==> config.mk <==
export PLATFORM = sky130hd
export DESIGN_NAME = token_bucket_rate_limiter
export DESIGN_NICKNAME = d
export VERILOG_FILES = /design/src/sv/tbrl_pkg.sv /design/src/sv/token_bucket_rate_limiter.sv
export SDC_FILE = /design/constraint.sdc
export NUM_CORES = 2
export LEC_CHECK = 0
export BUFFER_PORTS_ARGS = -buffer_cell sky130_fd_sc_hd__buf_2
export CORE_MARGIN = 5
export CORE_UTILIZATION = 55
export CTS_BUF_LIST = sky130_fd_sc_hd__clkbuf_16
export CTS_CLUSTER_SIZE = 30
export DETAILED_ROUTE_END_ITERATION = 10
export GPL_ROUTABILITY_DRIVEN = 0
export HOLD_SLACK_MARGIN = 0.03
export PLACE_DENSITY = 0.7
export REMOVE_ABC_BUFFERS = 1
export SLEW_MARGIN = 20
export SYNTH_ARGS = -nofsm -noshare
export SYNTH_HDL_FRONTEND = slang
export SYNTH_SLANG_ARGS = --single-unit
==> constraint.sdc <==
create_clock -name i_clk -period 10.46 [get_ports i_clk]
set_input_delay 1.046 -clock i_clk [delete_from_list [all_inputs] [get_ports i_clk]]
set_output_delay 1.046 -clock i_clk [all_outputs]
set_load 0.01 [all_outputs]
==> src/sv/tbrl_pkg.sv <==
// Shared types and constants for the token bucket rate limiter.
package tbrl_pkg;

    localparam int unsigned WORD_W = 64;
    localparam int unsigned CNT_W  = $clog2(WORD_W);

    typedef logic [WORD_W-1:0] t_word;
    typedef logic [CNT_W-1:0]  t_cnt;

    localparam t_word NS_PER_SEC = t_word'(64'd1000000000);
    localparam t_cnt  STEP_LAST  = t_cnt'(WORD_W - 1);

    localparam logic [1:0] CFG_BURST = 2'd0;
    localparam logic [1:0] CFG_RATE  = 2'd1;

endpackage

==> src/sv/token_bucket_rate_limiter.sv <==
// Token bucket rate limiter with debt: bit-serial multiply and divide datapath.
// Restart, zero request or zero rate: the word goes straight to ST_DONE, which registers the result to the output.
// Request: up to four 64-step passes over the shared r_acc/r_lo/r_mc registers, using
// shift-add multiply and restoring-divide steps (rate*elapsed, /1e9, debt*1e9, /rate).
// One word in flight; a new word is taken while the previous result waits.
// Synchronous active-low reset clears config, balance and refill time to zero.
module token_bucket_rate_limiter (
    input  logic          i_clk,
    input  logic          i_rst_n,
    input  logic          i_cfg_we,
    input  logic [1:0]    i_cfg_index,
    input  logic [63:0]   i_cfg_data,
    input  logic          i_s_axis_tvalid,
    output logic          o_s_axis_tready,
    input  logic [127:0]  i_s_axis_tdata,  // now_ns [63:0], request_tokens [127:64]
    input  logic          i_s_axis_tuser,  // op [0]
    output logic          o_m_axis_tvalid,
    input  logic          i_m_axis_tready,
    output logic [63:0]   o_m_axis_tdata,  // delay_ns [63:0]
    output logic          o_m_axis_tuser   // in_debt [0]
);

    localparam logic [3:0] ST_IDLE = 4'd0;
    localparam logic [3:0] ST_MUL1 = 4'd1;
    localparam logic [3:0] ST_CHK1 = 4'd2;
    localparam logic [3:0] ST_DIV1 = 4'd3;
    localparam logic [3:0] ST_REF  = 4'd4;
    localparam logic [3:0] ST_WD1  = 4'd5;
    localparam logic [3:0] ST_WD2  = 4'd6;
    localparam logic [3:0] ST_WD3  = 4'd7;
    localparam logic [3:0] ST_MUL2 = 4'd8;
    localparam logic [3:0] ST_CHK2 = 4'd9;
    localparam logic [3:0] ST_DIV2 = 4'd10;
    localparam logic [3:0] ST_DONE = 4'd11;

    logic [3:0]       r_state, n_state;
    tbrl_pkg::t_word  r_burst, n_burst;
    tbrl_pkg::t_word  r_rate, n_rate;
    tbrl_pkg::t_word  r_bal, n_bal;
    tbrl_pkg::t_word  r_last, n_last;
    tbrl_pkg::t_word  r_req, n_req;
    tbrl_pkg::t_word  r_tmp, n_tmp;
    tbrl_pkg::t_word  r_acc, n_acc;
    tbrl_pkg::t_word  r_lo, n_lo;
    tbrl_pkg::t_word  r_mc, n_mc;
    tbrl_pkg::t_cnt   r_cnt, n_cnt;
    tbrl_pkg::t_word  r_res, n_res;
    logic             r_res_debt, n_res_debt;
    logic             r_out_valid, n_out_valid;
    tbrl_pkg::t_word  r_out_data, n_out_data;
    logic             r_out_user, n_out_user;

    tbrl_pkg::t_word  in_now, in_req;
    logic [64:0]      mul_sum;
    tbrl_pkg::t_word  mul_acc, mul_lo;
    tbrl_pkg::t_word  div_sh, div_acc, div_lo;
    logic             div_ge;
    logic             accept;

    assign in_now = i_s_axis_tdata[63:0];
    assign in_req = i_s_axis_tdata[127:64];
    assign accept = i_s_axis_tvalid && o_s_axis_tready;

    // shift-add multiply step: multiplier in r_lo, product low bits enter at the top
    always_comb begin
        mul_sum = {1'b0, r_acc} + (r_lo[0] ? {1'b0, r_mc} : 65'd0);
        mul_acc = mul_sum[64:1];
        mul_lo  = {mul_sum[0], r_lo[63:1]};
    end

    // restoring divide step: remainder in r_acc, dividend/quotient in r_lo
    always_comb begin
        div_sh  = {r_acc[62:0], r_lo[63]};
        div_ge  = r_acc[63] || (div_sh >= r_mc);
        div_acc = div_ge ? (div_sh - r_mc) : div_sh;
        div_lo  = {r_lo[62:0], div_ge};
    end

    always_comb begin
        n_state     = r_state;
        n_burst     = r_burst;
        n_rate      = r_rate;
        n_bal       = r_bal;
        n_last      = r_last;
        n_req       = r_req;
        n_tmp       = r_tmp;
        n_acc       = r_acc;
        n_lo        = r_lo;
        n_mc        = r_mc;
        n_cnt       = r_cnt;
        n_res       = r_res;
        n_res_debt  = r_res_debt;
        n_out_valid = r_out_valid;
        n_out_data  = r_out_data;
        n_out_user  = r_out_user;

        if (r_out_valid && i_m_axis_tready) begin
            n_out_valid = 1'b0;
        end

        if (i_cfg_we) begin
            case (i_cfg_index)
                tbrl_pkg::CFG_BURST: n_burst = i_cfg_data;
                tbrl_pkg::CFG_RATE:  n_rate  = i_cfg_data;
                default: ;
            endcase
        end

        case (r_state)
            ST_IDLE: begin
                if (accept) begin
                    n_res      = '0;
                    n_res_debt = 1'b0;
                    n_req      = in_req;
                    if (i_s_axis_tuser) begin
                        n_bal   = r_burst;
                        n_last  = in_now;
                        n_state = ST_DONE;
                    end else if (in_req == '0 || r_rate == '0) begin
                        n_state = ST_DONE;
                    end else begin
                        n_last = in_now;
                        if (r_last > in_now) begin
                            n_state = ST_WD1;
                        end else begin
                            n_acc   = '0;
                            n_lo    = in_now - r_last;
                            n_mc    = r_rate;
                            n_cnt   = '0;
                            n_state = ST_MUL1;
                        end
                    end
                end
            end
            ST_MUL1, ST_MUL2: begin
                n_acc = mul_acc;
                n_lo  = mul_lo;
                n_cnt = r_cnt + 1'b1;
                if (r_cnt == tbrl_pkg::STEP_LAST) begin
                    n_state = (r_state == ST_MUL1) ? ST_CHK1 : ST_CHK2;
                end
            end
            ST_CHK1: begin
                n_tmp = r_burst - r_bal;
                if (r_acc != '0) begin
                    n_bal   = r_burst;
                    n_state = ST_WD1;
                end else begin
                    n_acc   = '0;
                    n_mc    = tbrl_pkg::NS_PER_SEC;
                    n_cnt   = '0;
                    n_state = ST_DIV1;
                end
            end
            ST_DIV1, ST_DIV2: begin
                n_acc = div_acc;
                n_lo  = div_lo;
                n_cnt = r_cnt + 1'b1;
                if (r_cnt == tbrl_pkg::STEP_LAST) begin
                    n_state = (r_state == ST_DIV1) ? ST_REF : ST_DONE;
                    if (r_state == ST_DIV2) begin
                        n_res      = div_lo;
                        n_res_debt = 1'b1;
                    end
                end
            end
            ST_REF: begin
                n_bal   = (r_lo > r_tmp) ? r_burst : (r_bal + r_lo);
                n_state = ST_WD1;
            end
            ST_WD1: begin
                n_tmp   = r_bal - r_burst - 64'd1;
                n_state = ST_WD2;
            end
            ST_WD2: begin
                // clamp so debt never wraps into credit
                n_bal   = (r_req > r_tmp) ? (r_bal - r_tmp) : (r_bal - r_req);
                n_state = ST_WD3;
            end
            ST_WD3: begin
                if (r_bal > r_burst) begin
                    n_acc   = '0;
                    n_lo    = tbrl_pkg::NS_PER_SEC;
                    n_mc    = '0 - r_bal;
                    n_cnt   = '0;
                    n_state = ST_MUL2;
                end else begin
                    n_state = ST_DONE;
                end
            end
            ST_CHK2: begin
                if (r_acc >= r_rate) begin
                    n_res      = '1;
                    n_res_debt = 1'b1;
                    n_state    = ST_DONE;
                end else begin
                    n_mc    = r_rate;
                    n_cnt   = '0;
                    n_state = ST_DIV2;
                end
            end
            ST_DONE: begin
                if (!r_out_valid || i_m_axis_tready) begin
                    n_out_valid = 1'b1;
                    n_out_data  = r_res;
                    n_out_user  = r_res_debt;
                    n_state     = ST_IDLE;
                end
            end
            default: begin
                n_state = ST_IDLE;
            end
        endcase
    end

    always_ff @(posedge i_clk) begin
        if (!i_rst_n) begin
            r_state     <= ST_IDLE;
            r_burst     <= '0;
            r_rate      <= '0;
            r_bal       <= '0;
            r_last      <= '0;
            r_out_valid <= 1'b0;
        end else begin
            r_state     <= n_state;
            r_burst     <= n_burst;
            r_rate      <= n_rate;
            r_bal       <= n_bal;
            r_last      <= n_last;
            r_out_valid <= n_out_valid;
        end
    end

    always_ff @(posedge i_clk) begin
        r_req      <= n_req;
        r_tmp      <= n_tmp;
        r_acc      <= n_acc;
        r_lo       <= n_lo;
        r_mc       <= n_mc;
        r_cnt      <= n_cnt;
        r_res      <= n_res;
        r_res_debt <= n_res_debt;
        r_out_data <= n_out_data;
        r_out_user <= n_out_user;
    end

    assign o_s_axis_tready = (r_state == ST_IDLE);
    assign o_m_axis_tvalid = r_out_valid;
    assign o_m_axis_tdata  = r_out_data;
    assign o_m_axis_tuser  = r_out_user;

endmodule
; ---- Yosys cells after proc, flatten, opt, wreduce, memory -nomap -nowiden
; Cells that the tools add are included.
[totals]
regBits = 717
input_bits = 200
output_inout_bits = 67
wordCells = 160
[classes]
add_sub_neg = 11
order_cmp = 6
n_eq_ne = 28
mux = 66
reduce_logical = 33
[ops]
columns = op, count
row1 = 64-bit two-way mux, 31
row2 = 64-bit case mux with 4 select lines, 3
row3 = 64-bit subtractor, 6
row4 = 64-bit case mux with 5 select lines, 1
row5 = 64-bit greater-than comparator, 4
row6 = 64-bit case mux with 3 select lines, 1
row7 = 64-bit >= comparator, 2
row8 = 64-bit zero test, 2
row9 = 64-bit case mux with 2 select lines, 1
row10 = 64-bit by 64-bit adder with 65-bit output, 1
row11 = 64-bit adder, 1
row12 = 64-bit nonzero test, 1
row13 = "1-bit by 64-bit subtractor with 64-bit output, first input constant", 1
row14 = "64-bit by 1-bit subtractor with 64-bit output, second input constant", 1
row15 = 6-bit two-way mux, 7
row16 = 4-bit case mux with 10 select lines, 1
row17 = 4-bit two-way mux, 8
row18 = 6-bit case mux with 5 select lines, 1
row19 = "2-bit inequality test, second input constant", 13
row20 = "4-bit by 3-bit == test with 1-bit output, second input constant", 4
row21 = "4-bit == test, second input constant", 4
row22 = 8-bit AND reduction, 2
row23 = 4-bit nonzero test, 3
row24 = 5-bit nonzero test, 2
row25 = other kinds (25), 43

; ---- Depth between registers and ports, before layout
[depth]
ltp_word = 6
ltp_mapped = 26
ltp_nobuf = 24

; ---- Worst setup path after synthesis
; Ideal clock, no wire load.
[synth_path]
path_kind = input port to flip-flop
startpoint = input i_s_axis_tdata[0]
endpoint = register r_mc[0], enable pin
setup_time_ns = 0.602
t_arrival_ns = 8.743
t_required_ns = 9.858
path_slack_ns = 1.115
cell_stages = 14
path_buffers = 0
path_cell_list = inv_1 -> ha_1 -> fa_1 -> nor2b_1 -> o2111ai_1 -> a21boi_0 -> a311oi_1 -> o41ai_1 -> a31o_2 -> a21o_1 -> a211o_1 -> o211ai_1 -> and2_1 -> a311oi_1
[synth_via]
elab_chain_len = 3
[synth_rtl]
columns = item, line_no
row1 = "start, declared", token_bucket_rate_limiter.sv:15  ; input logic [127:0] i_s_axis_tdata,
row2 = 64-bit greater-than comparator, token_bucket_rate_limiter.sv:123  ; if (r_last > in_now) begin
row3 = 2-bit inequality test (no line), n/a
row4 = 8-bit AND reduction (no line), n/a
row5 = "end signal, assigned", token_bucket_rate_limiter.sv:239  ; r_mc <= n_mc;
row6 = "end, declared", token_bucket_rate_limiter.sv:45  ; tbrl_pkg::t_word r_mc, n_mc;
; Every way passes these cells.
; A chain may end at the register's enable or synchronous reset.

; ---- Final worst setup path
[layout_path]
startpoint = register r_req[45]
endpoint = register r_bal[61]
[layout_via]
elab_chain_len = 3
word_cells_on_any_way = 4
cone_classes = add/sub (1) / order compare (1) / mux (2)
[layout_rtl]
columns = item, line_no
row1 = "start, declared", token_bucket_rate_limiter.sv:41  ; tbrl_pkg::t_word r_req, n_req;
row2 = "start signal, assigned", token_bucket_rate_limiter.sv:235  ; r_req <= n_req;
row3 = 64-bit subtractor / 64-bit greater-than comparator (equally long branches), token_bucket_rate_limiter.sv:177  ; n_bal = (r_req > r_tmp) ? (r_bal - r_tmp) : (r_bal - r_req);
row4 = 64-bit two-way mux *, token_bucket_rate_limiter.sv:177
row5 = 64-bit case mux with 4 select lines *, token_bucket_rate_limiter.sv:109  ; case (r_state)
row6 = "end signal, assigned", token_bucket_rate_limiter.sv:228  ; r_bal <= n_bal;
row7 = "end, declared", token_bucket_rate_limiter.sv:39  ; tbrl_pkg::t_word r_bal, n_bal;
; Mark *: on every way between the ends. The rest lies on a longest branch, timed or not.

==> out/qor.txt <==
post-CTS setup buffer count -> 0
max-slew violations -> 0
biggest fanout along the worst timing path -> 42
WP buf/inv -> 2
gr usage total -> 33.9%
Hold Crit Start -> r_res[3]
synth warn -> 0
TritonCTS clock tree -> yes
Crit. End Element -> flop
cts repair resizes -> 0
area delta synth->final -> 8.26%
DR iter-0 viols -> 7,754
Leak -> 0.0279 µW
max incr delay on CP -> 890 ps
hpwl dp -> 168,000 µm
Clock Latency Late Sink -> 670 ps
Final Skew -> 25.2 ps
final setup fails -> 0
global route overflow -> 0
Yosys cell types -> 90
share of the synthesized area in the top cell type -> 22.2%
Cell Rows -> 123
Post-synth EDFFs -> 456
critical path arrival -> 8380 ps
max_slew headroom -> 15.8%
Synth Instances -> 7,515
status -> finished clean
Synth Flop Type -> edfxtp_1
Placed Cells -> 8,955
Die W -> 345 µm
vias in the first global route -> 55,100
H-tree depth -> 3
Root Driver -> clkbuf_16
Worst-Margin Slew -> 1250 ps
Die Y -> 345 µm
starting density of the core -> 55.2%
Tot Pwr -> 26,200 µW
worst-path cell chain -> ha_1 > nand4_1 > nor4_1 > and3_1 > o31ai_1 > and4b_1 > nor2_4 > buf_4 > buf_4 > mux2i_1 > ha_1 > nand2_1 > nor4_1 > o2111ai_1 > a31oi_1 > o31ai_1 > o41ai_1 > xnor2_1 > nand2_1 > a21oi_1
cell taking the most area after synthesis -> edfxtp_1
type of origin of the critical path -> flop
CTS max path bufs -> 3
Ports -> 267
CP max stage cell -> nor4_1
Post-DRT Antenna Nets -> 0
fill count -> 10,200
Clock transition at path regs -> 70 ps
maximum vdd drop -> 0.000210 V
vias after detailed routing -> 59,200
worst setup path category -> flop to flop
Hold Path Class -> flop to flop
number of synthesized register bits -> 717
Setup crit start -> r_req[45]
WP data required -> 11,040 ps
drt total wl -> 215,000 µm
largest cells by area after synthesis -> edfxtp_1, ha_1, dfxtp_1
Port Buf Inserts -> 266
Avg Inst Size Synth -> 8.22 µm²
Reg area -> 18,900 µm²
Worst R2R Start -> r_req[45]
Final Hold Viols -> 0
Async SR Flop Fraction -> 0%
worst hold slack -> 407 ps
family with the most delay on the worst path -> simple AND/OR/NAND/NOR gates
die area -> 119,000 µm²
Final #Nets -> 8,383
area occupied by multi-input gates -> 39,700 µm²
Synth Cell Area -> 61,800 µm²
register area share after synthesis -> 30.6%
Core Area -> 112,000 µm²
Tcrit/Tclk final -> 74.5%
CTS sink count -> 717
hold-fix buffers at CTS -> 0
f_max -> 128 MHz
unrepaired setup endpoints after global routing -> false
PwrDens -> 392 nW/µm²
maxcap violations -> 0
min cycle time layout -> 7800 ps
largest net degree at the start of global routing -> 115
Post-Layout Cell Count -> 9,107
initial antenna violation count -> 8
first-pass GRT wire length -> 321,000 µm
per-cell routed wire length -> 23.6 µm
post-DR vias/cell -> 6.50
DRC viols -> 0
fraction of layout instances using a drive strength above 1 -> 7.09%
Pre-antenna DRT Iters -> 6
CTS buffer count -> 81
power by group:
group | internal (µW) | switching [µW] | leakage [µW]
clock | 1680 | 1280 | 0.00138
sequential | 4500 | 1290 | 0.00648
combinational | 6250 | 11200 | 0.0200
total | 12400 | 13800 | 0.0279
final cells by class:
| cell class | instances | area share, % |
|---|---|---|
| diodes | 1 | 0.00374 |
| multi-input cells | 5916 | 59.4 |
| repair buffers | 327 | 2.68 |
| flip-flops and latches | 717 | 28.3 |
| inverters | 495 | 2.78 |
| clock inverters | 68 | 0.965 |
| well taps | 1500 | 2.81 |
| clock buffers | 83 | 3.10 |
stage by stage:
| step | cell area (µm²) | worst slack [ps] | TNS, ps | util [%] |
|---|---|---|---|---|
| after detailed placement | 64200 | 2890 | 0 | 57.3 |
| after CTS | 66900 | 2850 | 0 | 59.7 |
| after floorplan | 60300 | -6520 | -456430 | - |
| final | 66900 | 2660 | 0 | 59.7 |
| after global placement | 64200 | 3010 | 0 | 57.3 |
| after global routing | 66900 | 2530 | 0 | 59.7 |
metal layers:
metal	routed length [µm]	vias to the layer above	share of wire [%]	global-route usage (%)
li1	-	27600	-	-
met1	86600	27700	40	45.4
met2	92000	3329	43	53.0
met3	21600	605	10	4.84
met4	14200	4	6.6	18.9
met5	34	-	0.016	0
cells in the final DEF (no fill, tap or decap), drive strengths merged, types with 251 or more instances in the layout:
cell    Yosys  routed
a21oi     730     730
o21ai     520     520
a21o      251     251
edfxtp    456     456
dfxtp     261     261
buf        30     327
xnor2     267     267
nand2     891     891
inv       494     517
nor2      458     458
ha        639     639
kinds of logic after synthesis:
family,count (synthesis),synth area share [%]
xor gates and xnor gates,399,5.66
DFF,717,30.6
AOI/OAI and AO/OA,2427,24.8
buffers and inverters,882,5.37
adders and majority gates,645,13.1
muxes,214,3.48
and+or+nand+nor,2231,16.9
registers in the layout, summed over array words and instances, names as in the netlist:
name,flops
o_m_axis_tdata,64
o_m_axis_tuser,1
o_m_axis_tvalid,1
r_acc,64
r_bal,64
r_burst,64
r_cnt,6
r_last,64
r_lo,64
r_mc,64
r_rate,64
r_req,64
r_res,64
r_res_debt,1
r_state,4
r_tmp,64
synthesized netlist by cell type (24+ instances only):
cell      count
nand2b_1     41
nor2_1      457
o221ai_1     25
ha_1        639
inv_1       492
o21bai_1    114
o21a_1       59
nand2_1     890
edfxtp_1    456
and2_1       33
o21ai_0     513
a211oi_1     42
dfxtp_1     261
clkbuf_1    357
mux2i_1     207
o31ai_1      55
o22ai_1      74
a21boi_0    152
xor2_1      132
nand3_1     164
buf_1        24
nor3_1      104
or3_1        35
a31oi_1      71
a21oi_1     730
xnor2_1     267
a221oi_1     53
and3_1       43
nand4_1     167
nor2b_1     112
nor4_1       94
a21o_1      251
o211ai_1     75
worst paths after layout:
path / slack, ps / depth (start not counted) / endpoint
worst max-delay path: 2660 / 20 / r_bal[61]
worst min-delay path: 410 / 0 / o_m_axis_tdata[3]
worst max register to register: 2660 / 20 / r_bal[61]
worst min register to register: 410 / 0 / o_m_axis_tdata[3]
No activity file was read; power rests on OpenSTA's default activity.
